## src/stw_pkg.sv

```systemverilog
// Types and codes shared by the structure table walker.
`default_nettype none

package stw_pkg;

	localparam logic [7:0]  END_OF_TABLE_TYPE = 8'd127;
	localparam logic [7:0]  HEADER_BYTES      = 8'd4;
	localparam logic [31:0] MAX_TABLE_RESET   = 32'hFFFF_FFFF;

	typedef enum logic [1:0] {
		PH_IDLE      = 2'd0,
		PH_HEADER    = 2'd1,
		PH_FORMATTED = 2'd2,
		PH_STRINGS   = 2'd3
	} stw_phase_t;

	typedef enum logic [1:0] {
		ST_DONE      = 2'd0,
		ST_END       = 2'd1,
		ST_TOO_BIG   = 2'd2,
		ST_MALFORMED = 2'd3
	} stw_status_t;

	// Header byte offsets within a structure.
	localparam logic [1:0] HB_TYPE      = 2'd0;
	localparam logic [1:0] HB_LENGTH    = 2'd1;
	localparam logic [1:0] HB_HANDLE_LO = 2'd2;
	localparam logic [1:0] HB_HANDLE_HI = 2'd3;

	typedef struct packed {
		logic [7:0] table_byte;
		logic       table_start;
	} stw_in_t;

	typedef struct packed {
		logic [7:0]  struct_type;
		logic [15:0] struct_handle;
		logic [31:0] struct_length;
		logic [15:0] struct_count;
		logic [31:0] table_length;
		stw_status_t walk_status;
	} stw_out_t;

endpackage

`default_nettype wire

```

## src/smbios_table_walker.sv

```systemverilog
// Structure table walker: byte-serial parse of a structure table with per-structure reports.
//
// Usage:
//   in_data carries one table byte per word plus a start flag; a word is taken on
//   in_valid & in_ready. A start flag clears the counts and treats its byte as the
//   type byte of the first structure. Each structure is reported on out_data when
//   its string set ends (two zero bytes in a row), at its type byte if end of table, or at
//   a malformed length byte, with status done, end of table, exceeds maximum or malformed.
//   After an end, an error or a malformed header the block drops bytes until the next start.
//   cfg_wr_en / cfg_wr_data write the maximum table length; write only when idle.
// Latency and throughput:
//   One byte per cycle while in_ready is high. A result is registered at the edge that
//   takes the closing byte, in the output register or, on a stall, in the skid; the
//   per-byte update is one pass of incrementer, 32-bit add and compare.
// Stall:
//   A two-entry output buffer (output register plus skid) lets the block keep
//   taking bytes while a result waits; in_ready drops only when the skid is full.
// Reset:
//   arst_n clears the walk to idle, the counts to zero, the maximum to all ones
//   and empties the output buffer.
`default_nettype none

module smbios_table_walker (
	input  wire logic             clk,
	input  wire logic             arst_n,
	input  wire logic             in_valid,
	output logic                  in_ready,
	input  wire stw_pkg::stw_in_t in_data,
	output logic                  out_valid,
	input  wire logic             out_ready,
	output stw_pkg::stw_out_t     out_data,
	input  wire logic             cfg_wr_en,
	input  wire logic [31:0]      cfg_wr_data
);

	function automatic logic [31:0] sat_add32(input logic [31:0] a, input logic [31:0] b);
		logic [32:0] s;
		s = {1'b0, a} + {1'b0, b};
		return s[32] ? 32'hFFFF_FFFF : s[31:0];
	endfunction

	function automatic logic [15:0] sat_inc16(input logic [15:0] a);
		return (&a) ? a : a + 16'd1;
	endfunction

	// walk state
	stw_pkg::stw_phase_t phase_q, phase_d;
	logic [31:0] pos_q, pos_d;
	logic [7:0]  flen_q, flen_d;
	logic [7:0]  type_q, type_d;
	logic [15:0] handle_q, handle_d;
	logic        pz_q, pz_d;
	logic [15:0] cnt_q, cnt_d;
	logic [31:0] tlen_q, tlen_d;
	logic [31:0] max_q;

	// output buffer
	logic              out_v_q;
	stw_pkg::stw_out_t out_q;
	logic              skid_v_q;
	stw_pkg::stw_out_t skid_q;

	logic              accept;
	logic              res_v;
	stw_pkg::stw_out_t res;

	stw_pkg::stw_phase_t eff_phase;
	logic [31:0] eff_pos;
	logic [15:0] eff_cnt;
	logic [31:0] eff_tlen;
	logic [7:0]  b;
	logic [1:0]  hpos;
	logic [31:0] pos_inc;
	logic [31:0] len_sum;
	logic        is_eot, is_malf, fmt_done, str_end, too_big;

	assign in_ready = !skid_v_q;
	assign accept   = in_valid && in_ready;
	assign b        = in_data.table_byte;

	// A start restarts the walk at the type byte with cleared totals.
	assign eff_phase = in_data.table_start ? stw_pkg::PH_HEADER : phase_q;
	assign eff_pos   = in_data.table_start ? 32'd0 : pos_q;
	assign eff_cnt   = in_data.table_start ? 16'd0 : cnt_q;
	assign eff_tlen  = in_data.table_start ? 32'd0 : tlen_q;
	assign hpos      = eff_pos[1:0];

	assign pos_inc  = (&pos_q) ? pos_q : pos_q + 32'd1;
	assign len_sum  = sat_add32(tlen_q, pos_inc);

	assign is_eot   = (eff_phase == stw_pkg::PH_HEADER) && (hpos == stw_pkg::HB_TYPE)
			&& (b == stw_pkg::END_OF_TABLE_TYPE);
	assign is_malf  = (eff_phase == stw_pkg::PH_HEADER) && (hpos == stw_pkg::HB_LENGTH)
			&& (b < stw_pkg::HEADER_BYTES);
	assign fmt_done = (eff_phase == stw_pkg::PH_FORMATTED) && (pos_inc >= {24'd0, flen_q});
	assign str_end  = (eff_phase == stw_pkg::PH_STRINGS) && (b == 8'd0) && pz_q;
	assign too_big  = str_end && (len_sum > max_q);

	// next walk phase
	always_comb begin
		phase_d = eff_phase;
		case (eff_phase)
			stw_pkg::PH_HEADER: begin
				case (hpos)
					stw_pkg::HB_TYPE:      phase_d = is_eot ? stw_pkg::PH_IDLE : stw_pkg::PH_HEADER;
					stw_pkg::HB_LENGTH:    phase_d = is_malf ? stw_pkg::PH_IDLE : stw_pkg::PH_HEADER;
					stw_pkg::HB_HANDLE_LO: phase_d = stw_pkg::PH_HEADER;
					default: begin
						phase_d = (flen_q == stw_pkg::HEADER_BYTES) ? stw_pkg::PH_STRINGS
								: stw_pkg::PH_FORMATTED;
					end
				endcase
			end
			stw_pkg::PH_FORMATTED: phase_d = fmt_done ? stw_pkg::PH_STRINGS : stw_pkg::PH_FORMATTED;
			stw_pkg::PH_STRINGS: begin
				if (str_end) begin
					phase_d = too_big ? stw_pkg::PH_IDLE : stw_pkg::PH_HEADER;
				end
			end
			default: phase_d = stw_pkg::PH_IDLE;
		endcase
	end

	// datapath update and result
	always_comb begin
		pos_d    = eff_pos;
		flen_d   = flen_q;
		type_d   = type_q;
		handle_d = handle_q;
		pz_d     = pz_q;
		cnt_d    = eff_cnt;
		tlen_d   = eff_tlen;
		res_v    = 1'b0;
		res      = '0;
		case (eff_phase)
			stw_pkg::PH_HEADER: begin
				case (hpos)
					stw_pkg::HB_TYPE: begin
						type_d   = b;
						handle_d = 16'd0;
						flen_d   = 8'd0;
						if (is_eot) begin
							cnt_d  = sat_inc16(eff_cnt);
							tlen_d = sat_add32(eff_tlen, {24'd0, stw_pkg::HEADER_BYTES});
							res_v  = 1'b1;
							res    = '{struct_type: b, struct_handle: 16'd0,
								struct_length: {24'd0, stw_pkg::HEADER_BYTES},
								struct_count: cnt_d, table_length: tlen_d,
								walk_status: stw_pkg::ST_END};
						end else begin
							pos_d = 32'd1;
						end
					end
					stw_pkg::HB_LENGTH: begin
						flen_d = b;
						if (is_malf) begin
							res_v = 1'b1;
							res   = '{struct_type: type_q, struct_handle: 16'd0,
								struct_length: 32'd0, struct_count: eff_cnt,
								table_length: eff_tlen, walk_status: stw_pkg::ST_MALFORMED};
						end else begin
							pos_d = 32'd2;
						end
					end
					stw_pkg::HB_HANDLE_LO: begin
						handle_d = {8'd0, b};
						pos_d    = 32'd3;
					end
					default: begin
						handle_d = {b, handle_q[7:0]};
						pos_d    = {24'd0, stw_pkg::HEADER_BYTES};
						pz_d     = 1'b0;
					end
				endcase
			end
			stw_pkg::PH_FORMATTED: begin
				pos_d = pos_inc;
				if (fmt_done) begin
					pz_d = 1'b0;
				end
			end
			stw_pkg::PH_STRINGS: begin
				pos_d = pos_inc;
				if (str_end) begin
					tlen_d = len_sum;
					pos_d  = 32'd0;
					pz_d   = 1'b0;
					res_v  = 1'b1;
					if (!too_big) begin
						cnt_d = sat_inc16(cnt_q);
					end
					res = '{struct_type: type_q, struct_handle: handle_q,
						struct_length: pos_inc, struct_count: cnt_d,
						table_length: len_sum,
						walk_status: too_big ? stw_pkg::ST_TOO_BIG : stw_pkg::ST_DONE};
				end else begin
					pz_d = (b == 8'd0);
				end
			end
			default: begin
				pos_d = eff_pos;
			end
		endcase
	end

	// walk state registers
	always_ff @(posedge clk or negedge arst_n) begin
		if (!arst_n) begin
			phase_q  <= stw_pkg::PH_IDLE;
			pos_q    <= 32'd0;
			flen_q   <= 8'd0;
			type_q   <= 8'd0;
			handle_q <= 16'd0;
			pz_q     <= 1'b0;
			cnt_q    <= 16'd0;
			tlen_q   <= 32'd0;
		end else if (accept) begin
			phase_q  <= phase_d;
			pos_q    <= pos_d;
			flen_q   <= flen_d;
			type_q   <= type_d;
			handle_q <= handle_d;
			pz_q     <= pz_d;
			cnt_q    <= cnt_d;
			tlen_q   <= tlen_d;
		end
	end

	always_ff @(posedge clk or negedge arst_n) begin
		if (!arst_n) begin
			max_q <= stw_pkg::MAX_TABLE_RESET;
		end else if (cfg_wr_en) begin
			max_q <= cfg_wr_data;
		end
	end

	// output register and skid: drain the skid first, park a result there on a stall
	always_ff @(posedge clk or negedge arst_n) begin
		if (!arst_n) begin
			out_v_q  <= 1'b0;
			skid_v_q <= 1'b0;
		end else if (!out_v_q || out_ready) begin
			if (skid_v_q) begin
				out_v_q  <= 1'b1;
				skid_v_q <= 1'b0;
			end else begin
				out_v_q <= accept && res_v;
			end
		end else if (accept && res_v) begin
			skid_v_q <= 1'b1;
		end
	end

	always_ff @(posedge clk) begin
		if (!out_v_q || out_ready) begin
			if (skid_v_q) begin
				out_q <= skid_q;
			end else if (accept && res_v) begin
				out_q <= res;
			end
		end else if (accept && res_v) begin
			skid_q <= res;
		end
	end

	assign out_valid = out_v_q;
	assign out_data  = out_q;

`ifndef SYNTH
	a_skid_behind_out: assert property (@(posedge clk) disable iff (!arst_n)
		skid_v_q |-> out_v_q)
		else $error("skid holds a word while the output register is empty");

	a_stall_parks: assert property (@(posedge clk) disable iff (!arst_n)
		(accept && res_v && out_v_q && !out_ready) |=> skid_v_q)
		else $error("result lost during output stall");

	a_header_pos: assert property (@(posedge clk) disable iff (!arst_n)
		(phase_q == stw_pkg::PH_HEADER) |-> (pos_q < 32'd4))
		else $error("header byte position out of range");

	a_count_monotonic: assert property (@(posedge clk) disable iff (!arst_n)
		(accept && !in_data.table_start) |=> (cnt_q >= $past(cnt_q)))
		else $error("structure count went backward without a start");

	a_end_length: assert property (@(posedge clk) disable iff (!arst_n)
		(out_v_q && out_q.walk_status == stw_pkg::ST_END) |-> (out_q.struct_length == 32'd4))
		else $error("end-of-table word with wrong length");
`endif

endmodule

`default_nettype wire

```

## config.mk

```make
export PLATFORM = sky130hd
export DESIGN_NAME = smbios_table_walker
export DESIGN_NICKNAME = d
export VERILOG_FILES = /design/src/stw_pkg.sv /design/src/smbios_table_walker.sv
export SDC_FILE = /design/constraint.sdc
export NUM_CORES = 1
export LEC_CHECK = 0
export BUFFER_PORTS_ARGS = -buffer_cell sky130_fd_sc_hd__buf_2
export CORE_UTILIZATION = 55
export CTS_CLUSTER_DIAMETER = 100
export DETAILED_ROUTE_END_ITERATION = 12
export PLACE_DENSITY = 0.74
export SETUP_SLACK_MARGIN = 0.02
export SKIP_LAST_GASP = 1
export SLEW_MARGIN = 20
export SYNTH_ARGS = -nofsm -noshare
export SYNTH_HDL_FRONTEND = slang
export SYNTH_SLANG_ARGS = --single-unit
```

## constraint.sdc

```tcl
create_clock -name clk -period 15.6 [get_ports clk]
set_clock_uncertainty 0.15 [all_clocks]
set_input_delay 3.12 -clock clk [delete_from_list [all_inputs] [get_ports clk]]
set_output_delay 3.12 -clock clk [all_outputs]
set_load 0.02 [all_outputs]
```

# == Word-level counts from Yosys, hierarchy flattened ==
# Index checks and enable logic that the tools add are counted.
# totals
ram_bits,0
latchBits,0
memories,0
word_cells,127
in_bits,46
romBits,0
regBits,361
# classes
bitwise_logic,2
order_cmp,3
n_eq_ne,9
reduce_logical,31
shift,0
n_mul,0
div,0
addsub,5
n_mux,53
# ops
op,count
106-bit 2-to-1 mux,5
106-bit one-hot mux with 2 select lines,2
32-bit 2-to-1 mux,11
32-bit one-hot mux with 3 select lines,2
16-bit 2-to-1 mux,7
32-bit one-hot mux with 2 select lines,1
16-bit one-hot mux with 3 select lines,1
32-bit by 3-bit adder with 33-bit output (second input constant),1
32-bit by 32-bit adder with 33-bit output,1
16-bit by 1-bit adder with 16-bit output (second input constant),2
32-bit by 1-bit adder with 32-bit output (second input constant),1
32-bit by 8-bit >= comparator with 1-bit output,1
32-bit greater-than comparator,1
16-bit one-hot mux with 2 select lines,1
16-bit AND reduction,2
32-bit AND reduction,1
8-bit one-hot mux with 2 select lines,1
1-bit 2-to-1 mux,14
2-bit one-hot mux with 3 select lines,2
1-bit logical AND,10
3-bit AND reduction,3
8-bit by 3-bit == test with 1-bit output (second input constant),1
8-bit by 7-bit == test with 1-bit output (second input constant),1
8-bit zero test,1
16 further kinds,30

# == Logic depth before layout (Yosys ltp) ==
# Gate-level depths: netlist of the first run.
# depth
depth_word,11
mapped_depth,31

# == Worst setup path after synthesis of the first run ==
# Ideal clock, no wire load.
# synth_path
kind,input port to flip-flop
start,in in_data[0] (netlist bit)
end,reg skid_q[0] (netlist bit) (enable)
path_slack_ns,2.632
required_time_ns,14.728
stages,8
arrival_ns,12.096
n_path_buf,3
cell_sequence,clkbuf_1 -> inv_1 -> o21ai_1 -> nand4b_1 -> clkbuf_1 -> buf_1 -> nand3_1 -> nor3b_1
# synth_via
elab_chain_len,9
# synth_lines
element,line_no,text
start: declaration,smbios_table_walker.sv:28,"input wire stw_pkg::stw_in_t in_data,"
2-bit 2-to-1 mux / 32-bit 2-to-1 mux (equally long branches),"smbios_table_walker.sv:82, smbios_table_walker.sv:83",
"2-bit by 1-bit == test with 1-bit output, or another cell as far along","smbios_table_walker.sv:91, smbios_table_walker.sv:93, smbios_table_walker.sv:135",
1-bit logical AND (on tied branches),"smbios_table_walker.sv:93, smbios_table_walker.sv:91",
1-bit logical AND (on tied branches),"smbios_table_walker.sv:94, smbios_table_walker.sv:92",
1-bit 2-to-1 mux (on tied branches),"smbios_table_walker.sv:156, smbios_table_walker.sv:142",
1-bit one-hot mux with 2 select lines,smbios_table_walker.sv:137,case (hpos)
1-bit one-hot mux with 2 select lines *,smbios_table_walker.sv:135,case (eff_phase)
1-bit logical AND *,smbios_table_walker.sv:261,end else if (accept && res_v) begin
2-bit AND reduction (no source line) *,--,
end signal: assignment,smbios_table_walker.sv:262,skid_q <= res;
end: declaration,smbios_table_walker.sv:61,stw_pkg::stw_out_t skid_q;
# Every way passes the cells marked *; elsewhere a longest branch is shown, timed or not.
# A chain may end at the register's enable or synchronous reset.

# == Worst setup path in the final report of the first run ==
# layout_path
start,reg pos_q[1]
end,"reg out_q, in the netlist out_data[42] (data pin)"
# layout_via
elab_chain_len,11
# layout_lines
element,line_no,text
start: declaration,smbios_table_walker.sv:48,"logic [31:0] pos_q, pos_d;"
start signal: assignment,smbios_table_walker.sv:219,pos_q <= pos_d;
32-bit by 1-bit adder with 32-bit output / 32-bit AND reduction (equally long branches),smbios_table_walker.sv:88,assign pos_inc = (&pos_q) ? pos_q : pos_q + 32'd1;
32-bit 2-to-1 mux,smbios_table_walker.sv:88,
32-bit by 32-bit adder with 33-bit output,smbios_table_walker.sv:38,"s = {1'b0, a} + {1'b0, b};"
32-bit 2-to-1 mux,smbios_table_walker.sv:39,return s[32] ? 32'hFFFF_FFFF : s[31:0];
32-bit greater-than comparator,smbios_table_walker.sv:97,assign too_big = str_end && (len_sum > max_q);
1-bit logical AND,smbios_table_walker.sv:97,
16-bit 2-to-1 mux,smbios_table_walker.sv:189,if (!too_big) begin
106-bit 2-to-1 mux,smbios_table_walker.sv:184,if (str_end) begin
106-bit one-hot mux with 2 select lines *,smbios_table_walker.sv:135,
106-bit 2-to-1 mux *,smbios_table_walker.sv:258,end else if (accept && res_v) begin
106-bit 2-to-1 mux *,smbios_table_walker.sv:256,if (skid_v_q) begin
end signal: assignment,smbios_table_walker.sv:257,out_q <= skid_q;
end signal: assignment,smbios_table_walker.sv:259,out_q <= res;
end: declaration,smbios_table_walker.sv:59,stw_pkg::stw_out_t out_q;
# Every way passes the cells marked *; elsewhere a longest branch is shown, timed or not. The select of a mux whose other input is x is not followed.

==> results of run 1 <==
Yosys cell counts, types with 45 or more instances:
master / count / area share
a21oi_1: 137 / 0.031
clkbuf_1: 120 / 0.020
dfrtp_1: 117 / 0.13
edfxtp_1: 212 / 0.29
ha_1: 76 / 0.043
inv_1: 102 / 0.017
mux2_2: 66 / 0.034
nand2_1: 306 / 0.052
nand3_1: 74 / 0.017
nor2_1: 178 / 0.030
nor3_1: 45 / 0.010
o21ai_0: 216 / 0.049
kinds of logic (layout without fill, tap and decap cells):
family	count (synthesis)	in the layout	share of synthesized area
and+or+nand+nor	866	866	0.1880
AOI/OAI and AO/OA	693	693	0.2016
DFF	361	361	0.4588
buffers and inverters	244	361	0.04175
muxes	88	88	0.04362
adders and majority gates	77	77	0.04396
xor gates and xnor gates	56	56	0.02221
placed cells by master, fill, tap and decap left out, drive strengths merged, types with 27 or more instances in the layout:
cell,count
a21o,32
a21oi,137
a31oi,27
and2,39
buf,183
clkbuf,51
dfrtp,117
dfstp,32
edfxtp,212
ha,76
inv,104
mux2,66
nand2,306
nand2b,28
nand3,74
nand4,45
nor2,178
nor2b,30
nor3,45
nor4,28
o211ai,27
o21ai,221
o31ai,44
xnor2,32
per-layer routing:
layer | GRT usage | vias up | wire length, um
met4 | 0.1700 | 0 | 3911
met2 | 0.5736 | 1167 | 33920
met3 | 0.06530 | 215 | 6947
met1 | 0.5070 | 9703 | 30930
li1 | - | 8997 | -
met5 | 0 | - | 0
metrics by stage:
stage / power [mW] / utilization
floorplan: 1.398 / -
global placement: 1.553 / 0.5874
global route: 2.626 / 0.6211
finish: 2.545 / 0.6211
detailed placement: 1.565 / 0.5874
CTS: 2.538 / 0.6211
registers in the layout, indices dropped and copies added, names as in the netlist, 2 cells and up:
signal    cells
out_data    106
skid_q      106
max_q        32
pos_q        32
tlen_q       32
cnt_q        16
handle_q     16
flen_q        8
type_q        8
phase_q       2
layout make-up:
| class | instances | share of cell area |
|---|---|---|
| flip-flops and latches | 361 | 0.4117 |
| well taps | 525 | 0.02668 |
| clock inverters | 23 | 0.009452 |
| inverters | 104 | 0.01591 |
| clock buffers | 51 | 0.04487 |
| multi-input cells | 1780 | 0.4509 |
| repair buffers | 183 | 0.04050 |
worst min-delay path by stage:
stage	start	end	slack (ns)
after floorplan	handle_q[0]	handle_q[0]	0.28
after global placement	handle_q[1]	handle_q[1]	0.30
after detailed placement	handle_q[0]	handle_q[0]	0.30
after CTS	handle_q[7]	handle_q[7]	0.31
after global routing	handle_q[0]	handle_q[0]	0.34
final	handle_q[7]	handle_q[7]	0.31
worst register-to-register path, cell delays in order (launching register included):
cell       delay, ns
dfrtp_1         0.59
ha_1            0.32
inv_1           0.09
nor4_1          0.87
nand2_1         0.38
nand2_1         0.26
nor2_1          0.08
xnor2_1         0.28
inv_1           0.12
ha_1            0.21
a21o_1          0.21
or3_1           0.37
o211ai_1        0.35
o211ai_1        0.32
a221oi_2        0.99
nand2_1         0.43
a21oi_1         0.36
inv_1           0.12
ha_1            0.33
nand4_1         0.15
nor4_1          0.74
nand4_1         0.31
o31ai_4         0.11
buf_4           0.30
nor2b_1         0.61
a2111oi_0       0.26
o31ai_1         0.28
power breakdown:
group,leakage (nW),switching [mW],internal (mW),total (mW)
Combinational,5.61,0.300,0.147,0.447
Sequential,4.12,0.0602,1.06,1.12
Clock,0.652,0.408,0.570,0.979
==> out/results.ini, run 1 <==
[power_and_ir_drop]
p_per_area_nw_per_um2 = 103.4
leakagePower_nw = 10.39
peakVddDrop_mv = 0.07981

[sta]
timing.setup.tns_ns = 0
hold_violations = 0
layout_min_cycle_time_ns = 9.779
worst_pin_slew_ns = 1.278
finalSetupViolations = 0
period_share = 0.6268
maxSlewViolCount = 0
fmax_ghz = 0.1023
slew_headroom = 0.1481
fin_ws_ns = 5.821
rsz0062_at_grt = no
hold_slack_ns = 0.3085

[critical_path]
crit_path_start_kind = flip-flop
cp-end-kind = flip-flop
reg2reg_depth = 26
crit_fanout = 20
critPathKind = reg2reg
critPathBufInv = 4
crit_required_ns = 15.84
timing.rr.end = out_data[42]
setup.worst_path.start = pos_q[1]
cp_num_cells = 26
crit_end = out_data[42]
cp_slowest_cell = a221oi_2
critPathMaxStageDelay_ns = 0.99
r2r_setup_slack_ns = 5.82
r2r-start = pos_q[1]
cp.arrival_ns = 10.02
crit_family = simple AND/OR/NAND/NOR gates

[logic_synthesis]
async_flop_share = 0.4127
synth_edf_count = 212
synth_fp_nets = 2508
syn-cell-area_um2 = 22090
synth_flop_cell = edfxtp_1
seq_area_frac_synth = 0.4588
synth.distinct_cells = 77
syn_avg_cell_area_um2 = 9.261
ys.warnings.count = 0
ys_ff_latch = 361
synth_cells = 2385

[route]
wl_per_cell_um = 25.01
via_count = 20080
drc_errors = 0
viasPerCell = 6.634
firstDrtPassIters = 8
wl_mm = 75.71
drt_iter0_drc = 2521
antenna_left = 0

[global_routing]
grt_max_degree = 82
antenna_found_initial = 0
grt_first_pass_wirelength_mm = 116.0
grt-ovfl-total = 0
grtUsageTotal = 0.3704
grt_pass1_vias = 18950

[die]
die_w_um = 202.4
start_util = 0.5572
die_h_um = 202.4
rows = 73
coreArea_um2 = 39640
pin_count = 154
dieArea_um2 = 40960

[clock_network]
cts_buffer_depth = 3
insertion_delay_ns = 0.57
cts_resized = 0
clk_pin_slew_ns = 0.06
cts_tree = built
clock_sinks = 361
htreeDepth = 2
cts_buffers = 40
cts-hold-fix-buffers = 0
cts_setup_buffers = 0
cts_root_buf = clkbuf_16

[layout]
multiInputGateArea_um2 = 11100
fin_cells = 3027
nets = 2593
finalInstanceArea_um2 = 24620
area_delta_synth_final_pct = 11.47
antenna_cells = 0
final_layout_size_suffix_gt1_frac = 0.1515
regArea_um2 = 10140
fillers = 3401

[placement]
place_hpwl_mm = 53.51
dp.cells = 2953
port-buffer-count = 153
place_ws_ns = 6.119
gp_congestion = 1.024
placed_cell_area_um2 = 23280

[run]
cap_viol_max_count = 0

[worst_hold_path]
holdPathStages = 2
hold_path.class = reg2reg

[run_status]
outcome = complete, no violations

(Power assumes the default switching activity.)
==> run 2: changes to the inputs <==
==> constraint.sdc (replaced) <==
create_clock -name clk -period 9.45 [get_ports clk]
set_clock_uncertainty 0.15 [all_clocks]
set_input_delay 1.89 -clock clk [delete_from_list [all_inputs] [get_ports clk]]
set_output_delay 1.89 -clock clk [all_outputs]
set_load 0.02 [all_outputs]
==> run 2 against run 1 <==
- non-clock buffer count increased by 12
- core utilization up 0.28 points
- first-iteration DRC count increased by 5.7%
- critical path depth is the same
- power up 65%
- maximum frequency grew 14%
- clock-buffer cell count down 6
- final area increased by 0.46%
- sequential cell count stayed put
- critical endpoint is now out_data[41]
- sequential power up 65%
==> out/results.ini, run 2 (same netlist as run 1, synthesis figures left out) <==
[clock_network]
clk_pin_slew_ns = 0.06  ; about the same
htreeDepth = 2  ; unchanged
cts_buffer_depth = 3  ; unchanged
cts_tree = built
cts_setup_buffers = 0  ; unchanged
clock_sinks = 361  ; unchanged
cts_buffers = 40  ; unchanged
cts_root_buf = clkbuf_16
insertion_delay_ns = 0.59  ; +0.02 ns
cts-hold-fix-buffers = 0  ; unchanged
cts_resized = 0  ; unchanged

[sta]
hold_slack_ns = 0.3115  ; +0.003068 ns
worst_pin_slew_ns = 1.306  ; +0.02822 ns
period_share = 0.9072  ; +0.2804
rsz0062_at_grt = no
slew_headroom = 0.1201  ; -0.02802
layout_min_cycle_time_ns = 8.573  ; -1.206 ns
fmax_ghz = 0.1166  ; +14%
maxSlewViolCount = 0  ; unchanged
fin_ws_ns = 0.8771  ; -4.944 ns
timing.setup.tns_ns = 0  ; unchanged
hold_violations = 0  ; unchanged
finalSetupViolations = 0  ; unchanged

[die]
die_h_um = 202.4  ; unchanged
rows = 73  ; unchanged
pin_count = 154  ; unchanged
die_w_um = 202.4  ; unchanged
coreArea_um2 = 39640  ; unchanged
dieArea_um2 = 40960  ; unchanged
start_util = 0.5572  ; unchanged

[layout]
final_common_cell = nand2_1
area_delta_synth_final_pct = 11.98
fin_cells = 3039  ; +0.40%
layout_common_cells = 306 x nand2_1, 215 x o21ai_0, 212 x edfxtp_1, 178 x nor2_1, 152 x buf_2
final_layout_size_suffix_gt1_frac = 0.1575  ; +0.006039
final_core_util = 0.6240  ; +0.002841
nets = 2605  ; +0.46%
multiInputGateArea_um2 = 11110  ; about the same
antenna_cells = 0  ; unchanged
fillers = 3370  ; -0.91%
regArea_um2 = 10140  ; unchanged

[route]
wl_met3_mm = 7.120  ; +2.5%
wl_per_cell_um = 25.06  ; +0.21%
wl_mm = 76.17  ; +0.60%
wl_met2_mm = 33.16  ; -2.3%
wirelength_met1_mm = 31.37  ; +1.4%
drc_errors = 0  ; unchanged
via_count = 20340  ; +1.3%
drt_iter0_drc = 2665  ; +5.7%
antenna_left = 0  ; unchanged
firstDrtPassIters = 6  ; -2
highest_layer = met4
viasPerCell = 6.692  ; +0.86%

[placement]
place_ws_ns = 1.142  ; -4.977 ns
place_hpwl_mm = 54.06  ; +1.0%
gp_congestion = 1.015  ; -0.82%
dp.cells = 2965  ; +0.41%
port-buffer-count = 153  ; unchanged

[critical_path]
crit_path_start_kind = flip-flop
cp.arrival_ns = 8.83  ; -1.19 ns
reg2reg_depth = 26  ; unchanged
crit_fanout = 11  ; -45%
cp-end-kind = flip-flop
crit_required_ns = 9.70  ; -6.14 ns
r2r-start = pos_q[29]
r2r_setup_slack_ns = 0.88  ; -4.94 ns
critPathKind = reg2reg
timing.rr.end = out_data[41]

[run]
cap_viol_max_count = 0  ; unchanged

[power_and_ir_drop]
peakVddDrop_mv = 0.1416  ; +77%
leakagePower_nw = 10.44  ; +0.56%
p_per_area_nw_per_um2 = 169.5  ; +64%

[worst_hold_path]
hp-start = handle_q[7]
hold_path.class = reg2reg
holdPathStages = 2  ; unchanged
min_to = handle_q[7]

[global_routing]
antenna_found_initial = 2  ; +2
grt_first_pass_wirelength_mm = 115.3  ; -0.62%
grt_max_degree = 107  ; +30%
grtUsageTotal = 0.3692  ; -0.001239
grt-ovfl-total = 0  ; unchanged
grt_pass1_vias = 18910  ; -0.17%

[run_status]
outcome = complete, no violations

run 2: stage by stage:
step                power, mW  instance area, um2
floorplan               2.308               22090
global placement        2.567               23390
detailed placement      2.587               23390
CTS                     4.188               24730
global route            4.329               24730
finish                  4.193               24730
run 2: critical path: stages, from the launching register on:
cell,delay [ns]
dfrtp_1,0.47
nand4_1,0.22
or4_1,0.67
nor2_1,0.29
nand2_1,0.23
nand2_1,0.21
nor2_1,0.08
xnor2_1,0.27
inv_1,0.12
ha_1,0.35
and2_1,0.21
a32o_1,0.26
a21oi_1,0.38
a221oi_1,0.29
a31o_2,0.36
a311oi_1,0.47
mux2i_1,0.37
inv_1,0.10
ha_1,0.30
a21o_1,0.16
nand3_1,0.08
a21oi_1,0.06
a221o_1,0.40
o31ai_4,0.70
nor2b_1,0.68
a2111oi_0,0.24
o31ai_1,0.27
run 2: layout make-up:
| class | instances | area share |
|---|---|---|
| clock inverters | 29 | 0.01239 |
| repair buffers | 195 | 0.04462 |
| clock buffers | 45 | 0.04163 |
| well taps | 525 | 0.02656 |
| flip-flops and latches | 361 | 0.4098 |
| inverters | 104 | 0.01583 |
| multi-input cells | 1780 | 0.4492 |
run 2: per-layer routing:
metal	global-route usage	vias to the layer above
met2	0.5603	1224
li1	-	9013
met3	0.06627	252
met1	0.5033	9847
met4	0.1976	0
met5	0	-
run 2: power breakdown:
part | switching [mW] | internal (mW) | total (mW)
combinational | 0.496 | 0.244 | 0.740
sequential | 0.0997 | 1.75 | 1.85
clock | 0.695 | 0.910 | 1.60
run 2: worst max-delay path by stage:
| stage | from | endpoint | slack [ns] | depth (start not counted) |
|---|---|---|---|---|
| global route | pos_q[29] | out_data[42] | 0.46 | 24 |
| global placement | pos_q[29] | out_data[48] | 1.30 | 27 |
| detailed placement | pos_q[29] | out_data[48] | 1.14 | 27 |
| floorplan | in_data[0] | out_data[0] | 0.70 | 9 |
| CTS | pos_q[29] | out_data[48] | 1.13 | 27 |
| finish | pos_q[29] | out_data[41] | 0.88 | 26 |
